--- config.mk ---
export PLATFORM = sky130hd
export DESIGN_NAME = vpcc_qmem
export DESIGN_NICKNAME = d
export VERILOG_FILES = /design/src/design/virtio_pci_common_config_regs_assert.svh /design/src/design/vpcc_pkg.sv /design/src/design/vpcc_qmem.sv
export SDC_FILE = /design/constraint.sdc
export NUM_CORES = 2
export LEC_CHECK = 0
export ABC_AREA = 0
export CAP_MARGIN = 20
export CORE_UTILIZATION = 63
export CTS_CLUSTER_DIAMETER = 100
export DETAILED_ROUTE_END_ITERATION = 8
export DONT_BUFFER_PORTS = 1
export MAX_ROUTING_LAYER = met4
export PLACE_DENSITY = 0.79
export SYNTH_ARGS = -nofsm -noshare
export SYNTH_HDL_FRONTEND = slang
export SYNTH_SLANG_ARGS = --single-unit
--- constraint.sdc ---
create_clock -name clk -period 23.2 [get_ports clk]
set_input_delay 1.16 -clock clk [delete_from_list [all_inputs] [get_ports clk]]
set_output_delay 1.16 -clock clk [all_outputs]
set_load 0.01 [all_outputs]
--- src/design/virtio_pci_common_config_regs_assert.svh ---
`ifndef VIRTIO_PCI_COMMON_CONFIG_REGS_ASSERT_SVH
`define VIRTIO_PCI_COMMON_CONFIG_REGS_ASSERT_SVH

// same-cycle implication, off while reset is asserted
`define VPCC_ASSERT_IMP(lbl, clk, rst_n, ante, cons, msg) \
	lbl: assert property (@(posedge clk) disable iff (!rst_n) (ante) |-> (cons)) \
		else $error(msg);

// next-cycle implication, off while reset is asserted
`define VPCC_ASSERT_NXT(lbl, clk, rst_n, ante, cons, msg) \
	lbl: assert property (@(posedge clk) disable iff (!rst_n) (ante) |=> (cons)) \
		else $error(msg);

`endif

--- src/design/vpcc_pkg.sv ---
`timescale 1ns / 1ps

package vpcc_pkg;

	localparam logic [7:0] OFF_DEV_FEAT_SEL = 8'h00;
	localparam logic [7:0] OFF_DEV_FEAT     = 8'h04;
	localparam logic [7:0] OFF_DRV_FEAT_SEL = 8'h08;
	localparam logic [7:0] OFF_DRV_FEAT     = 8'h0C;
	localparam logic [7:0] OFF_NUM_QUEUES   = 8'h12;
	localparam logic [7:0] OFF_STATUS       = 8'h14;
	localparam logic [7:0] OFF_CFG_GEN      = 8'h15;
	localparam logic [7:0] OFF_Q_SELECT     = 8'h16;
	localparam logic [7:0] OFF_Q_SIZE       = 8'h18;
	localparam logic [7:0] OFF_Q_ENABLE     = 8'h1C;
	localparam logic [7:0] OFF_Q_NOTIFY_OFF = 8'h1E;
	localparam logic [7:0] OFF_Q_DESC_LO    = 8'h20;
	localparam logic [7:0] OFF_Q_DESC_HI    = 8'h24;
	localparam logic [7:0] OFF_Q_AVAIL_LO   = 8'h28;
	localparam logic [7:0] OFF_Q_AVAIL_HI   = 8'h2C;
	localparam logic [7:0] OFF_Q_USED_LO    = 8'h30;
	localparam logic [7:0] OFF_Q_USED_HI    = 8'h34;

	localparam logic [1:0] SZ_BYTE = 2'd0;
	localparam logic [1:0] SZ_HALF = 2'd1;
	localparam logic [1:0] SZ_WORD = 2'd2;
	localparam logic [1:0] SZ_BAD  = 2'd3;

	localparam logic CMD_READ  = 1'b0;
	localparam logic CMD_WRITE = 1'b1;

	localparam logic [1:0] CFG_DEV_FEATURES   = 2'd0;
	localparam logic [1:0] CFG_CONFIG_GEN     = 2'd1;
	localparam logic [1:0] CFG_OFFERED_QUEUES = 2'd2;
	localparam logic [1:0] CFG_DEFAULT_QSIZE  = 2'd3;

	localparam logic [63:0] RST_DEV_FEATURES  = 64'h0000_0001_0000_0000;
	localparam logic [4:0]  RST_OFFERED       = 5'd1;
	localparam logic [15:0] RST_DEFAULT_QSIZE = 16'd256;

	typedef struct packed {
		logic [63:0] dev_features;
		logic [7:0]  config_generation;
		logic [4:0]  offered_queues;
		logic [15:0] default_queue_size;
	} cfg_t;

	typedef struct packed {
		logic        enabled;
		logic [15:0] active;
		logic [15:0] pending;
		logic [31:0] desc_hi;
		logic [31:0] desc_lo;
		logic [31:0] avail_hi;
		logic [31:0] avail_lo;
		logic [31:0] used_hi;
		logic [31:0] used_lo;
	} qrow_t;

	typedef struct packed {
		logic [31:0] rd_value;
		logic        bad_size;
		logic        ring_setup;
		logic [3:0]  ring_queue;
		logic [15:0] ring_size;
		logic [63:0] desc_address;
		logic [63:0] avail_address;
		logic [63:0] used_address;
		logic        device_reset;
		logic        features_update;
		logic [63:0] driver_features_out;
	} res_t;

endpackage

--- src/design/vpcc_qmem.sv ---
`timescale 1ns / 1ps

module vpcc_qmem import vpcc_pkg::*; #(
	parameter int DEPTH = 16,
	parameter int AW    = 4
) (
	input  logic          clk,
	input  logic          we,
	input  logic [AW-1:0] waddr,
	input  qrow_t         wdata,
	input  logic          re,
	input  logic [AW-1:0] raddr,
	output qrow_t         rdata
);

	qrow_t mem [DEPTH];
	qrow_t rdata_s1;

	always_ff @(posedge clk) begin
		if (we) begin
			mem[waddr] <= wdata;
		end
		if (re) begin
			rdata_s1 <= mem[raddr];
		end
	end

	assign rdata = rdata_s1;

endmodule
Yosys cells after proc, flatten, opt, wreduce, memory -nomap -nowiden
Memories as Yosys holds them, arrays and structs flattened. A register that Yosys moved wholly into a read port is not among the register bits.
Index checks and enable logic that the tools add are counted.
{"block": "totals", "elab_cells": 3, "out_inout_bits": 225, "n_memories": 1, "regBits": 0, "in_bits": 236, "ram_bits": 3600}
{"name": "mem", "depth": 16, "word_bits": 225, "read_ports": 1, "rd_clocked_by_memory_dff": 1, "wr": 1, "line_no": "vpcc_qmem.sv:16", "source": "qrow_t mem [DEPTH];"}
{"block": "op_classes", "muxes": 2}
{"op": "$mux W1", "n": 2}

Logic depth before layout (Yosys ltp)
{"block": "logic_depth", "depth_word": 2, "mapped_depth": 8, "depth_no_buf": 3}

Least setup slack after synthesis
OpenSTA, ideal clock, no wires.
{"block": "synth_timing", "path_kind": "in2reg", "startpoint": "input waddr[2]", "endpoint": "memory mem[0][0] in the netlist's numbering (enable)", "path_buffers": 0, "setup_time_ns": 1.089, "slack_ns": 5.295, "cell_stages": 2, "required_ns": 22.111, "t_arrival_ns": 16.815, "path_cell_list": "or3b_2 -> nor3_1"}
{"element": "start: declaration", "line_no": "vpcc_qmem.sv:9", "source": "input logic [AW-1:0] waddr,"}
{"element": "end: declaration", "line_no": "vpcc_qmem.sv:16"}
Straight into the memory's write port.

==> results.json <==
{
  "die-width_um": 476,
  "cp.arrival_ns": 5.58,
  "worst-path-max-fanout": 147,
  "maxSlewViolCount": 0,
  "ys_types": 25,
  "cts_buffers": 375,
  "synth_top_family_by_area": "multiplexers",
  "post-place-ws_ns": 17.29,
  "synth_compound_area_share_pct": 2.53,
  "clockRootBuffer": "clkbuf_16",
  "tightest_slew_ns": 1.38,
  "critPathLaunchType": "primary input",
  "grt_pass1_vias": 69400,
  "hold_violations": 0,
  "p_per_area_nw_per_um2": 91.3,
  "synth_edf_count": 3825,
  "path_clk_slew_ns": 0.07,
  "drtIter0Drc": 9638,
  "die_area_um2": 227000,
  "io_buffers": 0,
  "grt_use_met1_pct": 39.4,
  "cts_hold_buf": 0,
  "period_share_pct": 21.2,
  "drive_gt1_share_pct": 25.2,
  "relSlewSlack_pct": 8.10,
  "nets": 6264,
  "initial_utilization_pct": 63.5,
  "viasPerCell": 7.10,
  "grt_overflow": 0,
  "synth_xor_area_share_pct": 0,
  "grt_usage_pct": 32.3,
  "yosys_warnings": 0,
  "avgSynthCellArea_um2": 24.2,
  "io-pin-count": 461,
  "cts_resized": 0,
  "synth_nets": 6101,
  "wire_per_inst_um": 38.1,
  "hp-class": "in2reg",
  "ys_seq_area_share_pct": 81.1,
  "gp_congestion": 0.751,
  "max-cap-violations": 0,
  "synth_top_cell_area_share_pct": 81.1,
  "post_cts_buffers": 0,
  "synth.most_common_cell": "edfxtp_1",
  "totalWireLength_mm": 354,
  "setup_viol": 0,
  "synthFlopType": "edfxtp_1",
  "critPathKind": "in2reg",
  "p_leak_nw": 49.0,
  "vias": 65900,
  "antenna_found_initial": 4,
  "cts.sink_count": 3825,
  "grt_max_degree": 729,
  "finalClockSkew_ns": 0.0927,
  "fin_util_pct": 70.4,
  "die_h_um": 476,
  "cts_tree": "yes",
  "cts_buffer_depth": 4,
  "hpwlAfterDp_mm": 152,
  "tns_ns": 0,
  "rows": 173,
  "async_reset_ff_share_pct": 0,
  "area_growth_pct": 10.8,
  "fin_ws_ns": 18.28,
  "core_area_um2": 223000,
  "postRouteAntennaNets": 0,
  "synth.cell_area_um2": 142000,
  "crit_chain": "buf_16 > buf_16 > buf_16 > buf_16 > buf_16 > mux4_2 > a22oi_1 > nand2_1",
  "cpMostUsedCell": "buf_16",
  "status": "finished clean",
  "synth-seq-cells": 3825,
  "rsz0062_at_grt": "no",
  "drc": 0,
  "slowest_stage": "buf_16",
  "synth_cells": 5865,
  "synth.largest_area_cell": "edfxtp_1",
  "grt_pass1_wl_mm": 500,
  "worst_ep_required_time_ns": 23.86,
  "clkLatencyLatePin_ns": 1.00,
  "grt_use_met2_pct": 52.2,
  "synthSimpleGateAreaFrac_pct": 0.838,
  "htreeDepth": 5,
  "max_freq_mhz": 203,
  "period_minus_slack_ns": 4.92,
  "ir_drop_mv": 0.111,
  "synth_common_cells": "edfxtp_1, mux4_2, a22oi_1",
  "dr.pass1.iters": 9,
  "end_kind": "flip-flop",
  "muxShareOfSynthArea_pct": 14.5,
  "busiest_layer": "met2",
  "cpPeakStageDelay_ns": 0.80,
  "grt_use_met3_pct": 8.17,
  "synth_area_leaders": "edfxtp_1, mux4_2, a22oi_1",
  "synth_fa_ha_area_share_pct": 0
}
-- area by class of cell --
type	count	area [µm²]
clock inverter	216	1970
antenna	1	2.50
fill	12000	65900
tap	2975	3720
timing repair buffer	98	1180
multi-input combinational	1728	25500
clock buffer	442	9740
sequential	3825	115000
-- critical path, delay by kind of cell --
family | cells | cell delay [ns]
AOI/OAI and AO/OA | 1 | 0.22
buffers and inverters | 5 | 2.95
muxes | 1 | 0.62
and+or+nand+nor | 1 | 0.09
-- path summary, 6_finish.rpt --
| kind | startpoint | end | slack [ns] | cells after the start |
|---|---|---|---|---|
| max | raddr[0] | rdata[89]$_DFFE_PP_ | 18.28 | 8 |
| min | wdata[68] | mem[8][68]$_DFFE_PP_ | 0.22 | 0 |
| max reg2reg | mem[2][128]$_DFFE_PP_ | rdata[128]$_DFFE_PP_ | 21.46 | 3 |
| min reg2reg | mem[6][189]$_DFFE_PP_ | rdata[189]$_DFFE_PP_ | 0.69 | 3 |
-- through the flow --
| step | instance area (µm²) | hold slack, ns | instances | power (mW) |
|---|---|---|---|---|
| 3_3_place_gp | 145000 | 0.725 | 8620 | 8.46 |
| 3_5_place_dp | 145000 | 0.729 | 8620 | 8.48 |
| 4_1_cts | 157000 | 0.152 | 9278 | 14.3 |
| 5_1_grt | 157000 | 0.187 | 9285 | 14.7 |
| 6_report | 157000 | 0.221 | 9285 | 14.3 |
| 2_1_floorplan | 142000 | 0.710 | 5865 | 8.38 |
-- where the power goes --
part	leakage [nW]	internal, mW	switching, mW
logic	8.51	0.226	0.281
clock network	5.74	3.38	2.57
registers	34.8	7.79	0.0916
-- layer usage --
| metal | part of all wire, % | vias up |
|---|---|---|
| li1 | - | 25500 |
| met1 | 33 | 34700 |
| met5 | 0 | - |
| met4 | 4.3 | 0 |
| met3 | 12 | 844 |
| met2 | 51 | 4839 |
-- placed cells by master (no fill, tap or decap), drive strengths merged, types with 2 or more instances in the layout --
master	count
a221oi	22
a22oi	384
and2	3
buf	98
bufinv	35
clkbuf	442
clkinv	160
clkinvlp	12
edfxtp	3825
inv	9
mux2	105
mux2i	40
mux4	843
nand2	170
nand2b	26
nand3b	2
nor2	15
nor2b	41
nor3	4
o21ai	26
o221ai	35
o22a	9
-- cells by family after synthesis --
family	Yosys count
multiplexers	988
buffers and inverters	312
AO/OA/AOI/OAI	476
flip-flops	3825
AND/OR/NAND/NOR	264
-- sequential cells by signal (all words and copies together) (netlist names) --
signal,count
mem,3600
rdata,225
Power figures use the tool's default switching activity.
