**src/design/virtio_pci_common_config_regs_assert.svh**
```systemverilog
`ifndef VIRTIO_PCI_COMMON_CONFIG_REGS_ASSERT_SVH
`define VIRTIO_PCI_COMMON_CONFIG_REGS_ASSERT_SVH

// same-cycle implication, off while reset is asserted
`define VPCC_ASSERT_IMP(lbl, clk, rst_n, ante, cons, msg) \
	lbl: assert property (@(posedge clk) disable iff (!rst_n) (ante) |-> (cons)) \
		else $error(msg);

// next-cycle implication, off while reset is asserted
`define VPCC_ASSERT_NXT(lbl, clk, rst_n, ante, cons, msg) \
	lbl: assert property (@(posedge clk) disable iff (!rst_n) (ante) |=> (cons)) \
		else $error(msg);

`endif

```
**src/design/vpcc_pkg.sv**
```systemverilog
`timescale 1ns / 1ps

package vpcc_pkg;

	localparam logic [7:0] OFF_DEV_FEAT_SEL = 8'h00;
	localparam logic [7:0] OFF_DEV_FEAT     = 8'h04;
	localparam logic [7:0] OFF_DRV_FEAT_SEL = 8'h08;
	localparam logic [7:0] OFF_DRV_FEAT     = 8'h0C;
	localparam logic [7:0] OFF_NUM_QUEUES   = 8'h12;
	localparam logic [7:0] OFF_STATUS       = 8'h14;
	localparam logic [7:0] OFF_CFG_GEN      = 8'h15;
	localparam logic [7:0] OFF_Q_SELECT     = 8'h16;
	localparam logic [7:0] OFF_Q_SIZE       = 8'h18;
	localparam logic [7:0] OFF_Q_ENABLE     = 8'h1C;
	localparam logic [7:0] OFF_Q_NOTIFY_OFF = 8'h1E;
	localparam logic [7:0] OFF_Q_DESC_LO    = 8'h20;
	localparam logic [7:0] OFF_Q_DESC_HI    = 8'h24;
	localparam logic [7:0] OFF_Q_AVAIL_LO   = 8'h28;
	localparam logic [7:0] OFF_Q_AVAIL_HI   = 8'h2C;
	localparam logic [7:0] OFF_Q_USED_LO    = 8'h30;
	localparam logic [7:0] OFF_Q_USED_HI    = 8'h34;

	localparam logic [1:0] SZ_BYTE = 2'd0;
	localparam logic [1:0] SZ_HALF = 2'd1;
	localparam logic [1:0] SZ_WORD = 2'd2;
	localparam logic [1:0] SZ_BAD  = 2'd3;

	localparam logic CMD_READ  = 1'b0;
	localparam logic CMD_WRITE = 1'b1;

	localparam logic [1:0] CFG_DEV_FEATURES   = 2'd0;
	localparam logic [1:0] CFG_CONFIG_GEN     = 2'd1;
	localparam logic [1:0] CFG_OFFERED_QUEUES = 2'd2;
	localparam logic [1:0] CFG_DEFAULT_QSIZE  = 2'd3;

	localparam logic [63:0] RST_DEV_FEATURES  = 64'h0000_0001_0000_0000;
	localparam logic [4:0]  RST_OFFERED       = 5'd1;
	localparam logic [15:0] RST_DEFAULT_QSIZE = 16'd256;

	typedef struct packed {
		logic [63:0] dev_features;
		logic [7:0]  config_generation;
		logic [4:0]  offered_queues;
		logic [15:0] default_queue_size;
	} cfg_t;

	typedef struct packed {
		logic        enabled;
		logic [15:0] active;
		logic [15:0] pending;
		logic [31:0] desc_hi;
		logic [31:0] desc_lo;
		logic [31:0] avail_hi;
		logic [31:0] avail_lo;
		logic [31:0] used_hi;
		logic [31:0] used_lo;
	} qrow_t;

	typedef struct packed {
		logic [31:0] rd_value;
		logic        bad_size;
		logic        ring_setup;
		logic [3:0]  ring_queue;
		logic [15:0] ring_size;
		logic [63:0] desc_address;
		logic [63:0] avail_address;
		logic [63:0] used_address;
		logic        device_reset;
		logic        features_update;
		logic [63:0] driver_features_out;
	} res_t;

endpackage

```
**src/design/vpcc_cfg.sv**
```systemverilog
`timescale 1ns / 1ps

module vpcc_cfg import vpcc_pkg::*; (
	input  logic        clk,
	input  logic        arst_n,
	input  logic        cfg_we,
	input  logic [1:0]  cfg_index,
	input  logic [63:0] cfg_data,
	output cfg_t        cfg
);

	cfg_t cfg_q;

	always_ff @(posedge clk or negedge arst_n) begin
		if (!arst_n) begin
			cfg_q.dev_features       <= RST_DEV_FEATURES;
			cfg_q.config_generation  <= 8'd0;
			cfg_q.offered_queues     <= RST_OFFERED;
			cfg_q.default_queue_size <= RST_DEFAULT_QSIZE;
		end else if (cfg_we) begin
			unique case (cfg_index)
				CFG_DEV_FEATURES:   cfg_q.dev_features       <= cfg_data;
				CFG_CONFIG_GEN:     cfg_q.config_generation  <= cfg_data[7:0];
				CFG_OFFERED_QUEUES: cfg_q.offered_queues     <= cfg_data[4:0];
				CFG_DEFAULT_QSIZE:  cfg_q.default_queue_size <= cfg_data[15:0];
				default: ;
			endcase
		end
	end

	assign cfg = cfg_q;

endmodule

```
**config.mk**
```make
export PLATFORM = sky130hd
export DESIGN_NAME = vpcc_cfg
export DESIGN_NICKNAME = d
export VERILOG_FILES = /design/src/design/virtio_pci_common_config_regs_assert.svh /design/src/design/vpcc_pkg.sv /design/src/design/vpcc_cfg.sv
export SDC_FILE = /design/constraint.sdc
export NUM_CORES = 1
export LEC_CHECK = 0
export ABC_AREA = 1
export BUFFER_PORTS_ARGS = -buffer_cell sky130_fd_sc_hd__clkbuf_2
export CAP_MARGIN = 15
export CORE_MARGIN = 2
export CORE_UTILIZATION = 47
export CTS_CLUSTER_SIZE = 10
export DETAILED_ROUTE_END_ITERATION = 12
export GPL_TIMING_DRIVEN = 0
export PLACE_DENSITY = 0.79
export SYNTH_ARGS = -nofsm -noshare
export SYNTH_HDL_FRONTEND = slang
export SYNTH_SLANG_ARGS = --single-unit
export TNS_END_PERCENT = 10
```
**constraint.sdc**
```tcl
create_clock -name clk -period 0.8 [get_ports clk]
set_input_delay 0.12 -clock clk [delete_from_list [all_inputs] [get_ports clk]]
set_output_delay 0.12 -clock clk [all_outputs]
set_load 0.01 [all_outputs]
```
* After elaboration in Yosys (flattened, before gate mapping)
Index checks and enable logic that the tools add are counted.
Word-level totals: bits in registers 93, output and inout port bits 93, input bits 69
Cells by class: reduce and logical (&&, ||, !) cells 5, equal/unequal tests 3
Operators with widths (number):
- AND reduction 2 bit | 4
- == test 2 bit, second input constant | 2
- == test 2 x 1 -> 1 bit, second input constant | 1
- logical NOT 2 bit | 1

* Depth between registers and ports, before layout
Gate-level depths: netlist (run 1).
depth in word-level cells 2, gate-level depth with buffers 6, depth with buffers taken out 4

* Worst setup path after synthesis (run 1)
Ideal clock, no wire load.
path type input-to-reg, start input cfg_index[0], end register cfg_q (netlist bit cfg[10]), arrival time 736 ps, path slack -54 ps, cell stages on the path 5, setup time 119 ps, cells stage by stage buf_4 nand3_1 buf_4 nand2_1 nand2_1
Between the ends: cells in the longest elaborated chain, start to end 2
RTL lines:
- start: declaration | RTL line vpcc_cfg.sv:7 | input logic [1:0] cfg_index,
- == test 2 bit | RTL line vpcc_cfg.sv:21 | unique case (cfg_index)
- AND reduction 2 bit (no source line)
- end: declaration | RTL line vpcc_cfg.sv:12 | cfg_t cfg_q;
Every way passes these cells. A chain may end at the register's enable or synchronous reset.

* Final worst setup path (run 1)
start register cfg_q (netlist bit cfg[61]), end output cfg[61] in the netlist's numbering
RTL lines:
- end: declaration | RTL line vpcc_cfg.sv:9 | output cfg_t cfg
No word-level cell between the ends.

==> results of run 1 <==
cells by family after synthesis:
kind of cell,share of synthesized area
buf+inv,0.0573
flops,0.617
simple gates,0.326
layout make-up:
class                      count  area [sq um]  area share
clock buffer                  12           145      0.0274
timing repair buffer         193          1160       0.220
tap                          102           128      0.0241
sequential                    93          2330       0.440
clock inverter                 4          72.6      0.0137
multi-input combinational    284          1240       0.234
buffer                        31           209      0.0395
inverter                       2          7.51     0.00142
how the worst min path moves through the flow:
stage	from	depth (start not counted)	endpoint	slack, ns
2_1_floorplan	arst_n	0	cfg[0]	-0.18
3_3_place_gp	cfg_data[32]	3	cfg[61]	0.34
3_5_place_dp	arst_n	1	cfg[56]	0.18
4_1_cts	arst_n	1	cfg[56]	-0.21
5_1_grt	arst_n	1	cfg[56]	-0.19
6_report	arst_n	1	cfg[56]	-0.20
metal layers:
layer / share of wire / track usage
met5: 0 / 0
met2: 0.49 / 0.398
met4: 0.019 / 0.0882
met3: 0.069 / 0.0393
met1: 0.42 / 0.337
Yosys cell counts, drive strengths merged:
master  number
nand2      187
dfrtp       90
nand3       67
nand4       29
buf         25
clkbuf       6
dfstp        3
inv          2
nor2         1
what timing repair did:
item,in CTS,in global routing
resized for setup,0,12
endpoints found under the hold margin,64,39
endpoints found under the setup margin,93,93
buffers inserted,3,6
per-stage QoR:
stage / util / area, sq um / cells
detailed placement: 0.609 / 4730 / 671
global route: 0.682 / 5290 / 721
CTS: 0.673 / 5220 / 715
global placement: 0.606 / 4700 / 670
floorplan: - / 3780 / 410
finish: 0.682 / 5290 / 721
where the power goes:
part | total (mW) | leakage, nW | switching [mW] | internal [mW]
Sequential | 5.89 | 1.15 | 0.428 | 5.46
Combinational | 2.78 | 1.75 | 1.56 | 1.22
Clock | 3.41 | 0.107 | 1.56 | 1.85
==> run_results.csv, run 1 <==
group,metric,value,unit
outcome,status,"finished with violations",
outcome,violations,"hold timing, setup timing",
setup_path,critPathArrivalTime,0.99,ns
clock_network,cts_root_buf,"clkbuf_8",
routing,drc,0,
layout,largest_reg_flops,93,
setup_path,critical_path_class,"reg2out",
min_path,hp-class,"in2async",
place,portBuffers,158,
layout,drive_gt1_frac,0.344,
sta,hold_viol,39,
floorplanning,dieArea,8780,sq um
routing,vias_per_cell,5.08,
setup_path,worstPathMaxFanout,2,
sta,max_freq,901,MHz
setup_path,r2r.worst_path.cells,3,
synthesis,synth_area_per_cell,9.22,sq um
layout,final_common_cell,"nand2_1",
synthesis,synth.area.top_cells,"dfrtp_1 (60%), nand2_1 (18%), nand3_1 (8.9%), nand4_1 (4.8%), buf_6 (2.4%)",
clock_network,cts_buffer_depth,2,
setup_path,cp_slowest_cell,"dfstp_2",
sta,slew_viol_final,0,
pwr,p_leak,3.02,nW
sta,fin_crit_sh,1.39,
sta,period_needed,1.11,ns
pwr,ir_drop,1.21,mV
layout,areaGrowthSynthToFinish,40.1,%
sta,finalWorstSetupSlack,-0.310,ns
layout,diodes,0,
global_route,antenna_found_initial,0,
setup_path,cp_top_family,"flip-flops",
setup_path,worst-r2r-setup-slack,-0.03,ns
setup_path,worstSetupStartpointType,"register",
setup_path,cp.required,0.68,ns
setup_path,r2r_start,"cfg[61]",
clock_network,clock_sinks,93,
sta,setup_viol,94,
global_route,grt_pass1_wl,17000,microns
pwr,p_per_area,2280,nW/um^2
setup_path,path_cells,"buf_6",
place,place_ws,-0.268,ns
sta,worstMarginPinSlew,0.577,ns
job,drv_cap,0,
layout,nFillCells,600,
setup_path,path_buf_inv,1,
setup_path,worstSetupPathDepth,1,
sta,relSlewSlack,0.616,
clock_network,cts_tree,"built",
clock_network,ctsHoldBuffers,25,
routing,first_iter_violations,172,
clock_network,worstSkewPairLatency,0.33,ns
floorplanning,design.core.area,7770,sq um
place,gp_congestion,0.834,
sta,holdWs,-0.205,ns
sta,rsz0062_at_grt,"true",
setup_path,crit_path_start,"cfg[61]",
floorplanning,start_util,0.487,
synthesis,netlist_instances,410,
floorplanning,die_h,93.7,microns
routing,vias,3663,
synthesis,synth_fp_nets,479,
setup_path,worstReg2RegEnd,"cfg[61]",
sta,fin_setup_tns,-17.14,ns
synthesis,ys_types,14,
global_route,grt_pass1_vias,3588,
floorplanning,rows,32,
sta,finalClockSkew,0,ns
routing,first_pass_iters,4,
clock_network,ctsHtreeMaxLevel,3,
pwr,p_total,12.1,mW
place,hpwl,7110,microns
synthesis,synth_top_area_cell,"dfrtp_1",
synthesis,yosysWarnings,0,
setup_path,cpPeakStageDelay,0.55,ns
setup_path,crit_path_end,"cfg[61]",
global_route,grt_remaining_overflow,0,
synthesis,ys_seq_area_frac,0.617,
global_route,grt_start_max_net_pins,54,
routing,wl,10600,microns
layout,final_cell_mix,"nand2_1 (186), clkbuf_2 (149), dfrtp_1 (90), nand3_1 (66), nand4_1 (29)",
synthesis,ys_seq_elements,93,
synthesis,synth_area,3780,sq um
routing,wl_per_cell,14.7,microns
routing,detail-route-antenna-nets,0,
clock_network,numCtsBuffers,9,
setup_path,cp-end-kind,"primary output",
layout,nets,683,
floorplanning,io_pins,162,
global_route,groute.usage.overall,0.246,
floorplanning,dieWidth,93.7,microns
clock_network,path_clk_slew,0.09,ns
synthesis,synth_top_area_share,0.596,
Note: power is estimated with default switching activity, not from simulation.
==> run 2, diff against run 1 <==
--- a/config.mk
+++ b/config.mk
@@ -5,11 +5,11 @@
 export SDC_FILE = /design/constraint.sdc
 export NUM_CORES = 1
 export LEC_CHECK = 0
-export ABC_AREA = 1
 export BUFFER_PORTS_ARGS = -buffer_cell sky130_fd_sc_hd__clkbuf_2
 export CAP_MARGIN = 15
 export CORE_MARGIN = 2
-export CORE_UTILIZATION = 47
+export CORE_UTILIZATION = 46
+export CTS_BUF_LIST = sky130_fd_sc_hd__clkbuf_16
 export CTS_CLUSTER_SIZE = 10
 export DETAILED_ROUTE_END_ITERATION = 12
 export GPL_TIMING_DRIVEN = 0
==> run 2 against run 1 <==
  * The flow still finishes with violations (hold timing, setup timing)
  * Via count is 34% lower
  * Register-to-register slack worse by 0.08 ns
  * Total power is 9.6% higher
  * Largest power group unchanged
  * Critical path type unchanged
==> run_results.csv, run 2 <==
group,metric,value,unit
global_route,grt_pass1_wl,11900,microns
synthesis,ys_seq_elements,93,
setup_path,worst-r2r-setup-slack,-0.11,ns
synthesis,synth-edff-count,0,
global_route,grt_remaining_overflow,0,
setup_path,critPathArrivalTime,0.99,ns
job,drv_cap,0,
sta,slew_viol_final,0,
sta,rsz0062_at_grt,"true",
floorplanning,design.core.area,7290,sq um
setup_path,worstSetupStartpointType,"register",
synthesis,async_flop_share,1.00,
routing,first_iter_violations,42,
floorplanning,io_pins,162,
clock_network,cts_buffer_depth,2,
routing,wl_per_cell,18.0,microns
layout,nFillCells,498,
layout,areaGrowthSynthToFinish,50.1,%
sta,holdWs,-0.228,ns
routing,vias,2405,
synthesis,ys_seq_area_frac,0.667,
sta,period_needed,1.11,ns
setup_path,path_buf_inv,1,
setup_path,cp.required,0.68,ns
routing,vias_per_cell,4.92,
routing,wl,8790,microns
synthesis,yosys_most_used_dff,"dfrtp_1",
clock_network,cts_tree,"built",
synthesis,synth_common_cells,"dfrtp_1 (90), mux2_1 (60), mux2_2 (33)",
clock_network,path_clk_slew,0.07,ns
synthesis,yosysWarnings,0,
pwr,ir_drop,1.54,mV
sta,finalClockSkew,0,ns
synthesis,synth_top_area_cell,"dfrtp_1",
clock_network,cts_root_buf,"clkbuf_16",
outcome,status,"finished with violations",
sta,setup_viol,165,
min_path,hp-class,"in2async",
routing,detail-route-antenna-nets,0,
routing,drc,0,
pwr,p_leak,2.65,nW
place,hpwl,5580,microns
setup_path,worstPathMaxFanout,2,
sta,finalWorstSetupSlack,-0.311,ns
layout,final_common_cell,"clkbuf_2",
sta,worstMarginPinSlew,0.495,ns
sta,relSlewSlack,0.670,
outcome,violations,"hold timing, setup timing",
setup_path,cpPeakStageDelay,0.55,ns
setup_path,cp_slowest_cell,"dfstp_2",
layout,final_cell_mix,"clkbuf_2 (151), dfrtp_1 (90), mux2_4 (58), mux2_2 (32), clkbuf_16 (14)",
synthesis,ys_types,10,
place,portBuffers,161,
floorplanning,dieArea,8310,sq um
sta,fin_crit_sh,1.39,
floorplanning,dieWidth,91.2,microns
floorplanning,rows,31,
synthesis,synth_area_per_cell,17.7,sq um
synthesis,synth_area,3500,sq um
global_route,antenna_found_initial,0,
setup_path,path_cells,"buf_6",
layout,diodes,0,
floorplanning,die_h,91.2,microns
clock_network,clock_sinks,93,
sta,hold_viol,30,
global_route,grt_pass1_vias,2345,
pwr,p_per_area,2520,nW/um^2
global_route,groute.usage.overall,0.183,
place,gp_congestion,0.729,
setup_path,cp_top_family,"flip-flops",
setup_path,r2r_start,"cfg[45]",
clock_network,ctsHtreeMaxLevel,3,
synthesis,synth_fp_nets,267,
pwr,p_total,13.2,mW
setup_path,worstReg2RegEnd,"cfg[45]",
setup_path,cp-end-kind,"primary output",
setup_path,critical_path_class,"reg2out",
synthesis,synth.area.top_cells,"dfrtp_1 (64%), mux2_1 (19%), mux2_2 (11%), dfstp_2 (2.3%), buf_6 (1.9%)",
sta,fin_setup_tns,-23.27,ns
floorplanning,start_util,0.479,
global_route,grt_start_max_net_pins,62,
layout,largest_reg_flops,93,
sta,max_freq,900,MHz
synthesis,synth.most_common_cell,"dfrtp_1",
layout,nets,454,
setup_path,r2r.worst_path.cells,2,
clock_network,numCtsBuffers,9,
routing,first_pass_iters,4,
layout,drive_gt1_frac,0.749,
synthesis,netlist_instances,198,
synthesis,synth_top_area_share,0.644,
clock_network,worstSkewPairLatency,0.32,ns
[run 2: kinds of logic after synthesis]
| group | after synthesis | synth area share |
|---|---|---|
| buffers and inverters | 8 | 0.0229 |
| flip-flops | 93 | 0.667 |
| multiplexers | 93 | 0.300 |
| AND/OR/NAND/NOR | 4 | 0.0107 |
[run 2: worst max-delay path by stage]
stage / from / endpoint / slack (ns) / cells after the start
2_1_floorplan: cfg_index[1] / cfg[29] / -0.24 / 4
3_3_place_gp: arst_n / cfg[25] / -1.38 / 1
3_5_place_dp: cfg_index[1] / cfg[91] / -0.51 / 5
4_1_cts: cfg[16] / cfg[16] / -0.31 / 1
5_1_grt: cfg[61] / cfg[61] / -0.33 / 1
6_report: cfg[61] / cfg[61] / -0.31 / 1
[run 2: through the flow]
stage,hold slack [ns],utilization,instance area [sq um],setup slack [ns],cells
after floorplan,-0.176,-,3510,-0.238,198
after global placement,0.338,0.608,4440,-1.38,458
after detailed placement,0.139,0.612,4470,-0.510,459
after CTS,-0.217,0.654,4770,-0.306,479
after global routing,-0.185,0.720,5250,-0.327,489
final,-0.228,0.720,5250,-0.311,489
[run 2: repair_timing]
action	CTS	global route
cloned	0	6
setup buffers	4	4
resized for setup	2	93
endpoints found under the hold margin	31	30
endpoints found under the setup margin	171	175
pin swaps	0	3
[run 2: area by class of cell]
class	count	area, sq um	area share
timing repair buffer	176	1070	0.205
tap	99	124	0.0236
clock inverter	7	42.5	0.00811
multi-input combinational	97	1320	0.251
buffer	8	135	0.0258
clock buffer	9	225	0.0429
sequential	93	2330	0.444
[run 2: metal layers]
layer | up-vias | share of wire | wire length, microns | track usage
met5 | - | 0 | 0 | 0
met4 | 0 | 0.012 | 104 | 0.0657
met3 | 11 | 0.057 | 500 | 0.0481
met2 | 103 | 0.50 | 4390 | 0.303
met1 | 1216 | 0.43 | 3800 | 0.234
li1 | 1075 | - | - | -
[run 2: report_power, final]
group          switching (mW)  internal (mW)  total (mW)
Sequential              0.503           5.62        6.12
Clock                    1.70           2.08        3.79
Combinational            1.42           1.90        3.33
